--- config.mk ---
export PLATFORM = sky130hd
export DESIGN_NAME = three_voice_sound_generator
export DESIGN_NICKNAME = d
export VERILOG_FILES = /design/src/rtl/tsg_pkg.sv /design/src/rtl/three_voice_sound_generator.sv
export SDC_FILE = /design/constraint.sdc
export NUM_CORES = 1
export LEC_CHECK = 0
export BUFFER_PORTS_ARGS = -buffer_cell sky130_fd_sc_hd__buf_2
export CORE_ASPECT_RATIO = 1.5
export CORE_MARGIN = 2
export CORE_UTILIZATION = 35
export CTS_CLUSTER_SIZE = 30
export DETAILED_ROUTE_END_ITERATION = 10
export SLEW_MARGIN = 20
export SYNTH_ARGS = -nofsm -noshare
export SYNTH_HDL_FRONTEND = slang
export SYNTH_SLANG_ARGS = --single-unit
--- constraint.sdc ---
create_clock -name clk -period 5.98 [get_ports clk]
set_input_delay 0.897 -clock clk [delete_from_list [all_inputs] [get_ports clk]]
set_output_delay 0.897 -clock clk [all_outputs]
set_load 0.03 [all_outputs]
--- src/rtl/tsg_pkg.sv ---
// Shared types, register map and constants for the three-voice sound generator.
package tsg_pkg;

  // Register file geometry
  localparam int REGS      = 16;
  localparam int REG_AW    = 4;
  localparam int VOICES    = 3;
  localparam int PRESCALE  = 16;
  localparam int PRE_W     = 4;

  // Register indexes
  localparam logic [REG_AW-1:0] REG_NOISE      = 4'd6;
  localparam logic [REG_AW-1:0] REG_MIXER      = 4'd7;
  localparam logic [REG_AW-1:0] REG_AMP_A      = 4'd8;
  localparam logic [REG_AW-1:0] REG_ENV_FINE   = 4'd11;
  localparam logic [REG_AW-1:0] REG_ENV_COARSE = 4'd12;
  localparam logic [REG_AW-1:0] REG_SHAPE      = 4'd13;

  // Implemented bits of each register
  localparam logic [7:0] REG_MASK [REGS] = '{
    8'hFF, 8'h0F, 8'hFF, 8'h0F, 8'hFF, 8'h0F, 8'h1F, 8'hFF,
    8'h1F, 8'h1F, 8'h1F, 8'hFF, 8'hFF, 8'h0F, 8'hFF, 8'hFF
  };

  // Envelope shapes that decide the second-segment direction
  localparam logic [3:0] SHAPE_DOWN_REP  = 4'd8;
  localparam logic [3:0] SHAPE_SAW_ALT   = 4'd10;
  localparam logic [3:0] SHAPE_DOWN_HIGH = 4'd11;
  localparam logic [3:0] SHAPE_UP_REP    = 4'd12;
  localparam logic [3:0] SHAPE_UP_HIGH   = 4'd13;
  localparam logic [3:0] SHAPE_TRI_ALT   = 4'd14;

  // Minimum audible tone period
  localparam logic [11:0] TONE_MIN_AUDIBLE = 12'd8;

  // Request kinds on the input side
  typedef enum logic [1:0] {
    FUNC_SELECT = 2'd0,
    FUNC_WRITE  = 2'd1,
    FUNC_READ   = 2'd2,
    FUNC_TICK   = 2'd3
  } func_t;

  // Result kinds on the output side
  localparam logic KIND_READ   = 1'b0;
  localparam logic KIND_SAMPLE = 1'b1;

  // Result payload packed into tdata
  typedef struct packed {
    logic       pad;
    logic [2:0] voice_on;
    logic [3:0] level_c;
    logic [3:0] level_b;
    logic [3:0] level_a;
    logic [7:0] read_data;
  } result_t;

endpackage

--- src/rtl/three_voice_sound_generator.sv ---
// Top level of the three-voice square-wave sound generator.
// A read or sample result is registered and presented in the cycle after its request is accepted.
// Throughput: one request per cycle; the single output register is the only stall point,
// and s_tready stays high while that register is empty or being taken.
// Select, write and ticks that do not end a sample period produce no result.
// Reset (rst, synchronous) clears all generator state; register 7 resets to 0xFF.
module three_voice_sound_generator (
  input  logic        clk,
  input  logic        rst,
  // configuration: cycles_per_sample
  input  logic        cfg_wen,
  input  logic [15:0] cfg_wdata,
  // request stream
  input  logic        s_tvalid,
  output logic        s_tready,
  input  logic [7:0]  s_tdata,   // [7:0] data
  input  logic [1:0]  s_tuser,   // [1:0] func
  // result stream
  output logic        m_tvalid,
  input  logic        m_tready,
  output logic [23:0] m_tdata,   // [7:0] read_data, [11:8] level_a, [15:12] level_b,
                                 // [19:16] level_c, [22:20] voice_on, [23] zero
  output logic        m_tuser    // [0] kind
);
  import tsg_pkg::*;

  // State
  logic [15:0]       cycles_per_sample;
  logic [7:0]        reg_file [REGS];
  logic [REG_AW-1:0] sel;
  logic [11:0]       tone_count [VOICES];
  logic [VOICES-1:0] square_level;
  logic [PRE_W-1:0]  prescale_count;
  logic [5:0]        noise_count;
  logic [16:0]       noise_lfsr;
  logic [16:0]       env_count;
  logic [4:0]        env_step;
  logic [3:0]        env_level;
  logic              env_second;
  logic [15:0]       sample_count;

  // Next values
  logic [7:0]        reg_file_next [REGS];
  logic [REG_AW-1:0] sel_next;
  logic [11:0]       tone_count_next [VOICES];
  logic [VOICES-1:0] square_level_next;
  logic [PRE_W-1:0]  prescale_count_next;
  logic [5:0]        noise_count_next;
  logic [16:0]       noise_lfsr_next;
  logic [16:0]       env_count_next;
  logic [4:0]        env_step_next;
  logic [3:0]        env_level_next;
  logic              env_second_next;
  logic [15:0]       sample_count_next;

  // Tick datapath
  logic              s_accept;
  func_t             in_func;
  logic              pre_fire;
  logic [11:0]       tone_period [VOICES];
  logic [11:0]       tone_inc [VOICES];
  logic [VOICES-1:0] tone_hit;
  logic [VOICES-1:0] square_after;
  logic [4:0]        noise_period;
  logic [5:0]        noise_inc;
  logic              noise_hit;
  logic [16:0]       lfsr_shift;
  logic [16:0]       lfsr_after;
  logic [3:0]        shape;
  logic [16:0]       env_limit;
  logic [16:0]       env_inc;
  logic              env_hit;
  logic [3:0]        env_level_stepped;
  logic [4:0]        env_step_inc;
  logic              env_wrap;
  logic              env_second_wrap;
  logic [3:0]        env_level_restart;
  logic [3:0]        env_level_after;
  logic [15:0]       sample_inc;
  logic              sample_emit;
  logic [15:0]       sample_count_tick;
  logic [7:0]        mixer;
  logic [3:0]        level [VOICES];
  logic [VOICES-1:0] voice_on;

  // Result
  logic              res_valid;
  logic              res_kind;
  result_t           res_data;

  assign s_tready = !m_tvalid || m_tready;
  assign s_accept = s_tvalid && s_tready;
  assign in_func  = func_t'(s_tuser);

  // Prescaler
  assign pre_fire = (prescale_count == PRE_W'(PRESCALE - 1));

  // Tone dividers, period clamped to at least one
  always_comb begin
    for (int v = 0; v < VOICES; v++) begin
      tone_period[v] = {reg_file[REG_AW'(2 * v + 1)][3:0], reg_file[REG_AW'(2 * v)]};
      if (tone_period[v] == 12'd0) begin
        tone_period[v] = 12'd1;
      end
      tone_inc[v]     = tone_count[v] + 12'd1;
      tone_hit[v]     = (tone_inc[v] >= tone_period[v]);
      square_after[v] = pre_fire ? (square_level[v] ^ tone_hit[v]) : square_level[v];
    end
  end

  // Noise divider and LFSR
  always_comb begin
    noise_period = reg_file[REG_NOISE][4:0];
    if (noise_period == 5'd0) begin
      noise_period = 5'd1;
    end
  end
  assign noise_inc  = noise_count + 6'd1;
  assign noise_hit  = (noise_inc >= {noise_period, 1'b0});
  assign lfsr_shift = {noise_lfsr[0] ^ noise_lfsr[3], noise_lfsr[16:1]};
  assign lfsr_after = (pre_fire && noise_hit) ? lfsr_shift : noise_lfsr;

  // Envelope generator
  assign shape     = reg_file[REG_SHAPE][3:0];
  assign env_limit = {reg_file[REG_ENV_COARSE], reg_file[REG_ENV_FINE], 1'b0};
  assign env_inc   = env_count + 17'd1;
  assign env_hit   = (env_inc >= env_limit);

  always_comb begin
    env_level_stepped = env_level;
    if (env_step != 5'd0) begin
      if (env_second) begin
        if (shape == SHAPE_SAW_ALT || shape == SHAPE_UP_REP) begin
          env_level_stepped = env_level + 4'd1;
        end else if (shape == SHAPE_DOWN_REP || shape == SHAPE_TRI_ALT) begin
          env_level_stepped = env_level - 4'd1;
        end
      end else if (shape[2]) begin
        env_level_stepped = env_level + 4'd1;
      end else begin
        env_level_stepped = env_level - 4'd1;
      end
    end
  end

  assign env_step_inc    = env_step + 5'd1;
  assign env_wrap        = env_step_inc[4];
  // Continuing shapes without hold flip the segment, all other shapes stay in the second segment
  assign env_second_wrap = (shape[3] && !shape[0]) ? !env_second : 1'b1;

  always_comb begin
    if (env_second_wrap) begin
      env_level_restart = (shape == SHAPE_DOWN_REP || shape == SHAPE_DOWN_HIGH ||
                           shape == SHAPE_UP_HIGH || shape == SHAPE_TRI_ALT) ? 4'hF : 4'h0;
    end else begin
      env_level_restart = shape[2] ? 4'h0 : 4'hF;
    end
  end

  assign env_level_after = (pre_fire && env_hit) ?
                           (env_wrap ? env_level_restart : env_level_stepped) : env_level;

  // Sample counter
  assign sample_inc = sample_count + 16'd1;

  always_comb begin
    if (cycles_per_sample == 16'd0) begin
      sample_emit       = 1'b1;
      sample_count_tick = 16'd0;
    end else if (sample_inc >= cycles_per_sample) begin
      sample_emit       = 1'b1;
      sample_count_tick = sample_inc - cycles_per_sample;
    end else begin
      sample_emit       = 1'b0;
      sample_count_tick = sample_inc;
    end
  end

  // Voice levels and activity from the post-tick state
  assign mixer = reg_file[REG_MIXER];

  always_comb begin
    for (int v = 0; v < VOICES; v++) begin
      level[v]    = reg_file[REG_AMP_A + REG_AW'(v)][4] ? env_level_after :
                    reg_file[REG_AMP_A + REG_AW'(v)][3:0];
      voice_on[v] = (tone_period[v] >= TONE_MIN_AUDIBLE) &&
                    ((!mixer[v] && square_after[v]) || (!mixer[v + VOICES] && lfsr_after[0]));
    end
  end

  // Request decode and next state
  always_comb begin
    reg_file_next       = reg_file;
    sel_next            = sel;
    tone_count_next     = tone_count;
    square_level_next   = square_level;
    prescale_count_next = prescale_count;
    noise_count_next    = noise_count;
    noise_lfsr_next     = noise_lfsr;
    env_count_next      = env_count;
    env_step_next       = env_step;
    env_level_next      = env_level;
    env_second_next     = env_second;
    sample_count_next   = sample_count;
    res_valid           = 1'b0;
    res_kind            = KIND_READ;
    res_data            = '0;

    if (s_accept) begin
      unique case (in_func)
        FUNC_SELECT: begin
          sel_next = s_tdata[REG_AW-1:0];
        end
        FUNC_WRITE: begin
          reg_file_next[sel] = s_tdata & REG_MASK[sel];
          // Shape write restarts the envelope in its first segment
          if (sel == REG_SHAPE) begin
            env_count_next  = 17'd0;
            env_second_next = 1'b0;
            env_step_next   = 5'd0;
            env_level_next  = s_tdata[2] ? 4'h0 : 4'hF;
          end
        end
        FUNC_READ: begin
          res_valid          = 1'b1;
          res_data.read_data = reg_file[sel];
        end
        FUNC_TICK: begin
          prescale_count_next = pre_fire ? '0 : prescale_count + PRE_W'(1);
          if (pre_fire) begin
            for (int v = 0; v < VOICES; v++) begin
              tone_count_next[v] = tone_hit[v] ? 12'd0 : tone_inc[v];
            end
            square_level_next = square_after;
            noise_count_next  = noise_hit ? 6'd0 : noise_inc;
            noise_lfsr_next   = lfsr_after;
            env_count_next    = env_hit ? 17'd0 : env_inc;
            if (env_hit) begin
              env_level_next  = env_level_after;
              env_step_next   = env_wrap ? 5'd0 : env_step_inc;
              env_second_next = env_wrap ? env_second_wrap : env_second;
            end
          end
          sample_count_next = sample_count_tick;
          if (sample_emit) begin
            res_valid         = 1'b1;
            res_kind          = KIND_SAMPLE;
            res_data.level_a  = level[0];
            res_data.level_b  = level[1];
            res_data.level_c  = level[2];
            res_data.voice_on = voice_on;
          end
        end
        default: begin
          sel_next = sel;
        end
      endcase
    end
  end

  // State and output register
  always_ff @(posedge clk) begin
    if (rst) begin
      cycles_per_sample <= 16'd81;
      for (int i = 0; i < REGS; i++) begin
        reg_file[i] <= (REG_AW'(i) == REG_MIXER) ? 8'hFF : 8'h00;
      end
      sel            <= '0;
      for (int v = 0; v < VOICES; v++) begin
        tone_count[v] <= 12'd0;
      end
      square_level   <= '0;
      prescale_count <= '0;
      noise_count    <= 6'd0;
      noise_lfsr     <= 17'd1;
      env_count      <= 17'd0;
      env_step       <= 5'd0;
      env_level      <= 4'd0;
      env_second     <= 1'b0;
      sample_count   <= 16'd0;
      m_tvalid       <= 1'b0;
    end else begin
      if (cfg_wen) begin
        cycles_per_sample <= cfg_wdata;
      end
      reg_file       <= reg_file_next;
      sel            <= sel_next;
      tone_count     <= tone_count_next;
      square_level   <= square_level_next;
      prescale_count <= prescale_count_next;
      noise_count    <= noise_count_next;
      noise_lfsr     <= noise_lfsr_next;
      env_count      <= env_count_next;
      env_step       <= env_step_next;
      env_level      <= env_level_next;
      env_second     <= env_second_next;
      sample_count   <= sample_count_next;
      if (res_valid) begin
        m_tvalid <= 1'b1;
      end else if (m_tready) begin
        m_tvalid <= 1'b0;
      end
    end
  end

  // Result payload, no reset needed
  always_ff @(posedge clk) begin
    if (res_valid) begin
      m_tdata <= res_data;
      m_tuser <= res_kind;
    end
  end

endmodule

==> results.cfg, run 1 <==
[place]
placedCellCount = 2372
port_buffers = 56
post_dp_cell_area_um2 = 16300
dpl.hpwl_mm = 32.3
gp_congestion = 0.875

[drt]
ant_nets = 0
num_vias = 13257
drtIter0Drc = 934
wl_mm = 43.9
routed_via_density = 5.47
wl_per_cell_um = 18.1
first_pass_iters = 5
post-route-drc-count = 0

[clocking]
clock_latency_ps = 570
numCtsBuffers = 28
htreeDepth = 1
post-cts-setup-buffers = 0
ctsResizeCount = 0
cts_root_buf = clkbuf_16
cts_tree = done
cts.sinks = 281
postCtsHoldBufs = 0
clockBufferDepth = 3
clkTransAtPathRegs_ps = 70

[critical_path]
crit_arrival_ps = 4490
r2r_start = sample_count[0]
startpoint_type = register
startpoint = sample_count[0]
crit_chain = ha_1 > nand3_1 > nor2_1 > nand3_1 > nor3_1 > xor2_1 > ha_1 > nand4_1 > nor4_1 > nor3_1 > nand3_1 > a31oi_1 > nand2_1 > o21ai_0 > nor2_4
critPathCaptureType = register
critPathKind = register to register
crit_slowest_cell = nor2_4
path_common_cell = nand3_1
required_ps = 6170
cpPeakStageDelay_ps = 630
critPathMaxFanout = 24
ff2ff_setup_slack_ps = 1680

[finish]
area_delta_synth_final_pct = 10.2
fin_nets = 1941
design_area_um2 = 17300
fillerInstances = 4477
drive_above_1_share_pct = 10.2
final_cell_mix = 256 x dfxtp_1, 200 x nor2_1, 184 x a21oi_1
layout_commonest_cell = dfxtp_1
utilization_pct = 38.8
final_cells = 2422

[die]
ios = 58
fp.coreArea_um2 = 44600
row_count = 95
initial_core_util_pct = 35.2
die_w_um = 177
die_h_um = 263
die-area_um2 = 46600

[outcome]
outcome = finished, final reports clean

[timing]
clock_skew_ps = 27.8
fin_tns_setup_ps = 0
max_freq_ghz = 0.232
tightest_slew_ps = 1050
rsz0062_at_grt = false
setup_violations = 0
fin_crit_ps = 4300
fin_crit_sh_pct = 72.0
hold_viol = 0
slew_viol_final = 0
max_slew_margin_pct = 30.3

[yosys]
synth_cell_types = 81
synth-main-ff-cell = dfxtp_1
synth_nets = 1958
synth_area_um2 = 15700
ys_ff_latch = 281
ys_async_sr_fraction_pct = 0
synth_edf_count = 24
syn_inst = 1837
yosys_warnings = 0
ys_seq_area_share_pct = 37.4
avgSynthCellArea_um2 = 8.54

[global_route]
grt_usage_pct = 18.6
grt_overflow_total = 0
grt_antenna_before_repair = 2
grt_max_degree = 97
grt_pass1_vias = 12890
grt_pass1_wl_mm = 69.3

[power]
power_density_nw_per_um2 = 231
ir_drop_v = 0.000143
p_leak_nw = 6.60

[worst_hold_path]
hold_class = register to register
min_from = reg_file[11]

[job]
drv_cap = 0
[per-layer routing]
metal / up-vias / wire (um) / track usage [%]
met5: - / 11 / 0
met4: 2 / 2240 / 9.58
met3: 105 / 1590 / 1.92
met2: 342 / 22600 / 33.8
met1: 6306 / 17500 / 21.2
li1: 6502 / - / -
[cell families after synthesis]
logic type	count (synthesis)	share of synthesized area, %
simple gates	682	20.4
compound gates	397	15.9
flops	281	37.4
buf+inv	210	5.25
mux	95	9.26
fa+ha+maj	90	7.22
xor+xnor	81	4.52
other cells	1	0.0239
[worst max-delay path: cells and delay by family, from the launching register on]
kind,cells,cell delay [ps]
AOI/OAI and AO/OA,2,370
xor gates and xnor gates,1,150
and+or+nand+nor,10,2330
DFF,1,440
adders and majority gates,2,650
[state kept, by name, indices dropped and copies added, names as in the netlist]
register           cells
env_limit             16
sel                    4
reg_file             104
env_count             17
tone_count            36
m_tdata               23
env_level              4
noise_count            6
prescale_count         4
square_level           3
noise_lfsr            17
m_tuser                1
env_second             1
mixer                  8
env_step               4
cycles_per_sample     16
m_tvalid               1
sample_count          16
[synth_stat cells (4+ instances only)]
cell type    n  share of area, %
a32o_1       4              0.26
mux2i_1     54               3.4
a22o_1      22               1.2
nand2b_1    19              0.76
xor2_1      40               2.2
buf_2       19              0.61
and3_1      30               1.2
buf_1       13              0.31
clkbuf_1    82               2.0
edfxtp_1    24               4.6
o31ai_1      4              0.19
mux4_2      40               5.7
nor3b_1      7              0.33
nand3b_1     5              0.24
nor2b_1      8              0.32
nor3_1      37               1.2
o211ai_1    13              0.62
a21o_1      22               1.1
o21a_1      14              0.67
and4_1       4              0.22
nor2_1     202               4.8
nand2_1    166               4.0
nor4_1      17              0.68
a21oi_1    184               5.9
nand4_1     22              0.88
a31oi_1     12              0.48
ha_1        89               7.1
or3_1        9              0.36
and2_1       8              0.32
xnor2_1     41               2.3
inv_1       94               2.2
o22ai_1      6              0.24
dfxtp_1    257                33
o21ai_0     58               1.8
a31o_2       4              0.22
or2_2        4              0.16
nand3_1    135               4.3
a211oi_1    10              0.48
[path summary, 6_finish.rpt]
check,to,depth (start not counted)
min reg2reg,reg_file[11],2
min,reg_file[11],2
max reg2reg,m_tdata[5],15
max,m_tdata[5],15
[cell type report]
| class | count | area [um2] | area share, % |
|---|---|---|---|
| inverters | 94 | 353 | 2.04 |
| flip-flops and latches | 281 | 5870 | 33.9 |
| multi-input cells | 1346 | 9010 | 52.1 |
| clock buffers | 36 | 813 | 4.70 |
| well taps | 582 | 728 | 4.21 |
| clock inverters | 13 | 130 | 0.753 |
| diodes | 1 | 2.50 | 0.0145 |
| repair buffers | 69 | 384 | 2.22 |
[report_power, final]
part | internal [mW] | leakage [nW] | total (mW) | switching [mW]
clock network | 1.05 | 0.470 | 1.82 | 0.778
registers | 1.91 | 2.31 | 1.93 | 0.0182
logic | 0.0738 | 3.83 | 0.241 | 0.167
total | 3.03 | 6.60 | 3.99 | 0.963
[stage by stage]
step	setup WS, ps	hold slack (ps)	power [mW]
after detailed placement	1430	443	2.21
after global placement	1580	440	2.21
after global routing	1230	469	4.12
final	1680	452	3.99
after CTS	1390	453	4.03
after floorplan	1860	433	2.13
Power figures use the tool's default switching activity.
==> run 2: changes to the inputs <==
Clock period 5.98 ns to 3.9 ns, I/O delays scaled along.
==> results.cfg, run 2 (synthesis gave the netlist of run 1 again) <==
[global_route]
grt_pass1_wl_mm = 70.0
grt_pass1_vias = 13164
grt_antenna_before_repair = 3
grt_overflow_total = 0
grt_usage_pct = 18.7
grt_max_degree = 112

[timing]
max_slew_margin_pct = 40.3
holdWs_ps = 220
hold_viol = 0
tightest_slew_ps = 895
clock_skew_ps = 40.5
fin_crit_ps = 3710
slew_viol_final = 0
fin_crit_sh_pct = 95.1
setup_violations = 0
max_freq_ghz = 0.270

[drt]
drtIter0Drc = 807
post-route-drc-count = 0
first_pass_iters = 5
num_vias = 13419
wl_per_cell_um = 18.0
wl_mm = 44.1
ant_nets = 0
routed_via_density = 5.47

[power]
p_int_mw = 4.85
ir_drop_v = 0.000333
pwr-share-seq_pct = 46.6
pwr-share-comb_pct = 6.0
p_sw_share_pct = 23.5
switching_power_mw = 1.49
p_leak_nw = 6.80
pwr-share-clk_pct = 47.4
power_density_nw_per_um2 = 359

[critical_path]
ff2ff_setup_slack_ps = 190
critPathBufInv = 0
crit_arrival_ps = 4020
startpoint = env_count[0]
cpPeakStageDelay_ps = 420
critPathCaptureType = register
critPathMaxFanout = 7
r2r_start = env_count[0]
crit_slowest_cell = dfxtp_1
cpLargestDelayFamily = simple AND/OR/NAND/NOR gates
critPathKind = register to register
crit_chain = ha_2 > nand3_2 > nor2_1 > and3_1 > and3_1 > nand3_1 > xnor2_1 > ha_1 > nand4_1 > nor2_1 > nor3_1 > a21oi_2 > or2_4 > o21ai_4 > a211oi_1 > a211oi_1
required_ps = 4210
startpoint_type = register

[clocking]
clkTransAtPathRegs_ps = 70
cts.sinks = 281
htreeDepth = 1
cts_root_buf = clkbuf_16
numCtsBuffers = 28
cts_tree = done
clockBufferDepth = 3
clock_latency_ps = 590

[finish]
layout_commonest_cell = dfxtp_1
drive_above_1_share_pct = 12.2
diodes = 0
largest_register_ffs = 104
regMostFlops = reg_file
utilization_pct = 39.6
fin_nets = 1972
fillerInstances = 4473
top_regs = reg_file: 104 flops, tone_count: 36 flops, m_tdata: 23 flops
final_cell_mix = 255 x dfxtp_1, 199 x nor2_1, 183 x a21oi_1
area_delta_synth_final_pct = 12.5
design_area_um2 = 17700

[place]
post_dp_cell_area_um2 = 16600
dpl.hpwl_mm = 32.0
gp_congestion = 0.877
port_buffers = 56

[die]
initial_core_util_pct = 35.2
die_w_um = 177
die-area_um2 = 46600
fp.coreArea_um2 = 44600
row_count = 95
die_h_um = 263
ios = 58

[worst_hold_path]
min_from = cfg_wdata[4]
hold_class = input port to register

[outcome]
outcome = finished, final reports clean

[job]
drv_cap = 0
-- run 2: through the flow --
stage | power, mW | setup WS (ps) | TNS, ps | std cells
floorplan | 3.27 | 148 | 0 | 1837
global placement | 3.39 | 92.2 | 0 | 2401
detailed placement | 3.40 | 0.147 | 0 | 2401
CTS | 6.40 | 54.0 | 0 | 2452
global route | 6.55 | -72.5 | -1380 | 2454
finish | 6.34 | 193 | 0 | 2454
-- run 2: timing repair --
item	in CTS	in global routing
endpoints found under the setup margin	3	64
buffers inserted	0	2
hold buffers	0	0
pin swaps	0	4
gates resized for setup	1	14
cloned	0	0
-- run 2: power groups by stage --
stage	sequential, mW	clock, mW	combinational [mW]
after floorplan	3.02	0	0.249
after global placement	3.02	0	0.369
after detailed placement	3.02	0	0.374
after CTS	2.96	3.07	0.375
after global routing	2.96	3.18	0.411
final	2.96	3.01	0.378
-- run 2: final timing paths --
kind	end	cells after the start
setup / recovery	m_tdata[8]	16
hold / removal	cycles_per_sample[4]	3
setup reg to reg	m_tdata[8]	16
hold reg to reg	reg_file[0]	2
-- run 2: worst min-delay path, stage by stage --
cell and delay, ps:
buf_2 80, nand2_1 50, o211ai_1 60
-- run 2: final cells by class --
| class | count | area (um2) | share of cell area (%) |
|---|---|---|---|
| tap | 582 | 728 | 4.12 |
| sequential | 281 | 5870 | 33.2 |
| inverter | 94 | 353 | 2.00 |
| clock inverter | 12 | 196 | 1.11 |
| multi-input combinational | 1346 | 9070 | 51.3 |
| timing repair buffer | 100 | 621 | 3.51 |
| clock buffer | 39 | 825 | 4.67 |
-- run 2: metal layers --
| layer | global-route usage, % | wire (um) | up-vias |
|---|---|---|---|
| met5 | 0 | 28 | - |
| met4 | 8.13 | 1710 | 6 |
| met3 | 2.46 | 2190 | 100 |
| met2 | 33.4 | 22700 | 365 |
| met1 | 22.1 | 17500 | 6390 |
| li1 | - | - | 6558 |
==> run 3: changes to the inputs <==
Settings changed: CORE_UTILIZATION 35 to 57, PLACE_DENSITY from default to 0.77, RECOVER_POWER from default to 25.
==> results.cfg, run 3 (synthesis gave the netlist of run 1 again) <==
[global_route]
grt_usage_pct = 28.4
grt_max_degree = 96
grt_overflow_total = 0
grt_pass1_vias = 13116
grt_pass1_wl_mm = 67.3
grt_antenna_before_repair = 0

[critical_path]
startpoint = sample_count[0]
ff2ff_setup_slack_ps = 210
r2r_start = sample_count[0]
crit_arrival_ps = 4140
startpoint_type = register
required_ps = 4350
critPathMaxFanout = 20
critPathKind = register to register
critPathCaptureType = register

[drt]
routed_via_density = 6.22
num_vias = 13726
first_pass_iters = 5
ant_nets = 0
wl_per_cell_um = 19.2
post-route-drc-count = 0
wl_mm = 42.3
drtIter0Drc = 1115

[die]
row_count = 74
die-area_um2 = 28900
ios = 58
fp.coreArea_um2 = 27100
initial_core_util_pct = 57.8
die_w_um = 139
die_h_um = 207

[timing]
max_slew_margin_pct = 15.1
tightest_slew_ps = 1270
fin_tns_setup_ps = 0
setup_violations = 0
setup_slack_ps = 206
fin_crit_sh_pct = 94.7
clock_skew_ps = 7.69
fin_crit_ps = 3690
hold_viol = 0
slew_viol_final = 0
max_freq_ghz = 0.271
rsz0062_at_grt = true

[finish]
ff_latch_area_um2 = 5870
largest_register_ffs = 104
fillerInstances = 2272
top_regs = reg_file: 104 flops, tone_count: 36 flops, m_tdata: 23 flops
multi_input_area_um2 = 9060
drive_above_1_share_pct = 10.3
diodes = 0
final_cells = 2207
regMostFlops = reg_file
layout_commonest_cell = dfxtp_1
area_delta_synth_final_pct = 9.95
fin_nets = 1965
design_area_um2 = 17300
final_cell_mix = 257 x dfxtp_1, 198 x nor2_1, 183 x a21oi_1

[power]
p_sw_share_pct = 23.8
ir_drop_v = 0.000407
pwr-share-clk_pct = 46.9
p_leak_nw = 6.67
pwr-share-seq_pct = 47.3
power_density_nw_per_um2 = 363
finalPower_mw = 6.26
p_int_mw = 4.77
pwr-share-comb_pct = 5.9
switching_power_mw = 1.49

[clocking]
clockBufferDepth = 3
clock_latency_ps = 570
clkTransAtPathRegs_ps = 60
htreeDepth = 1
cts.sinks = 281
cts_tree = done
cts_root_buf = clkbuf_16
postCtsHoldBufs = 0
numCtsBuffers = 28

[worst_hold_path]
hold_class = input port to register
min_from = cfg_wdata[4]

[place]
placedCellCount = 2155
port_buffers = 56
post_dp_cell_area_um2 = 16300
gp_congestion = 0.990
pre_cts_slack_ps = 41.1
dpl.hpwl_mm = 30.5

[outcome]
outcome = finished, final reports clean

[job]
drv_cap = 0
-- run 3: changes by cell type in the layout (fill, tap and decap cells not counted), sizes merged --
cell,before,now
buf,100,63
clkbuf,39,65
inv,94,98
bufinv,5,4
clkinvlp,0,1
-- run 3: final cells by class --
class	instances	area share (%)
Multi-Input combinational cell	1346	52.5
Timing Repair Buffer	93	3.21
Clock inverter	16	1.15
Sequential cell	281	34.0
Tap cell	342	2.48
Clock buffer	35	4.63
Inverter	94	2.04
-- run 3: power groups by stage --
| stage | Sequential [mW] | Combinational [mW] | Clock (mW) |
|---|---|---|---|
| global placement | 3.02 | 0.356 | 0 |
| floorplan | 3.02 | 0.249 | 0 |
| detailed placement | 3.02 | 0.363 | 0 |
| finish | 2.96 | 0.367 | 2.93 |
| CTS | 2.96 | 0.364 | 2.96 |
| global route | 2.96 | 0.397 | 3.07 |
-- run 3: what timing repair did --
item	4_1_cts	5_1_grt
resized for setup	0	13
setup buffers	0	1
setup endpoints to repair	0	73
-- run 3: path summary, 6_finish.rpt --
check | endpoint | depth (start not counted)
max | sample_count[10] | 15
min | cycles_per_sample[4] | 3
max reg2reg | sample_count[10] | 15
min reg2reg | reg_file[11] | 2
-- run 3: layer usage --
metal  vias to the layer above  routed length [um]  track usage, %
li1                       6533                   -               -
met4                         0                2540            16.7
met2                       486               21200            49.5
met3                       143                2470            4.04
met1                      6564               16100            33.1
met5                         -                   0               0
-- run 3: critical path, cell delays in order (launching register included) --
cell,delay (ps)
dfxtp_1,420
ha_1,260
nand3_1,220
nor2_2,200
buf_4,150
nand3_1,90
xnor2_1,160
ha_2,410
nand4_1,130
nor4_1,300
nor3_1,80
nand3_1,140
a31o_2,470
nor2_1,210
a21oi_1,210
o22ai_1,110
-- run 3: through the flow --
| stage | hold WS (ps) | utilization (%) |
|---|---|---|
| after floorplan | 433 | - |
| after global placement | 439 | 59.9 |
| after detailed placement | 448 | 59.9 |
| after CTS | 228 | 63.6 |
| after global routing | 249 | 63.6 |
| final | 239 | 63.6 |
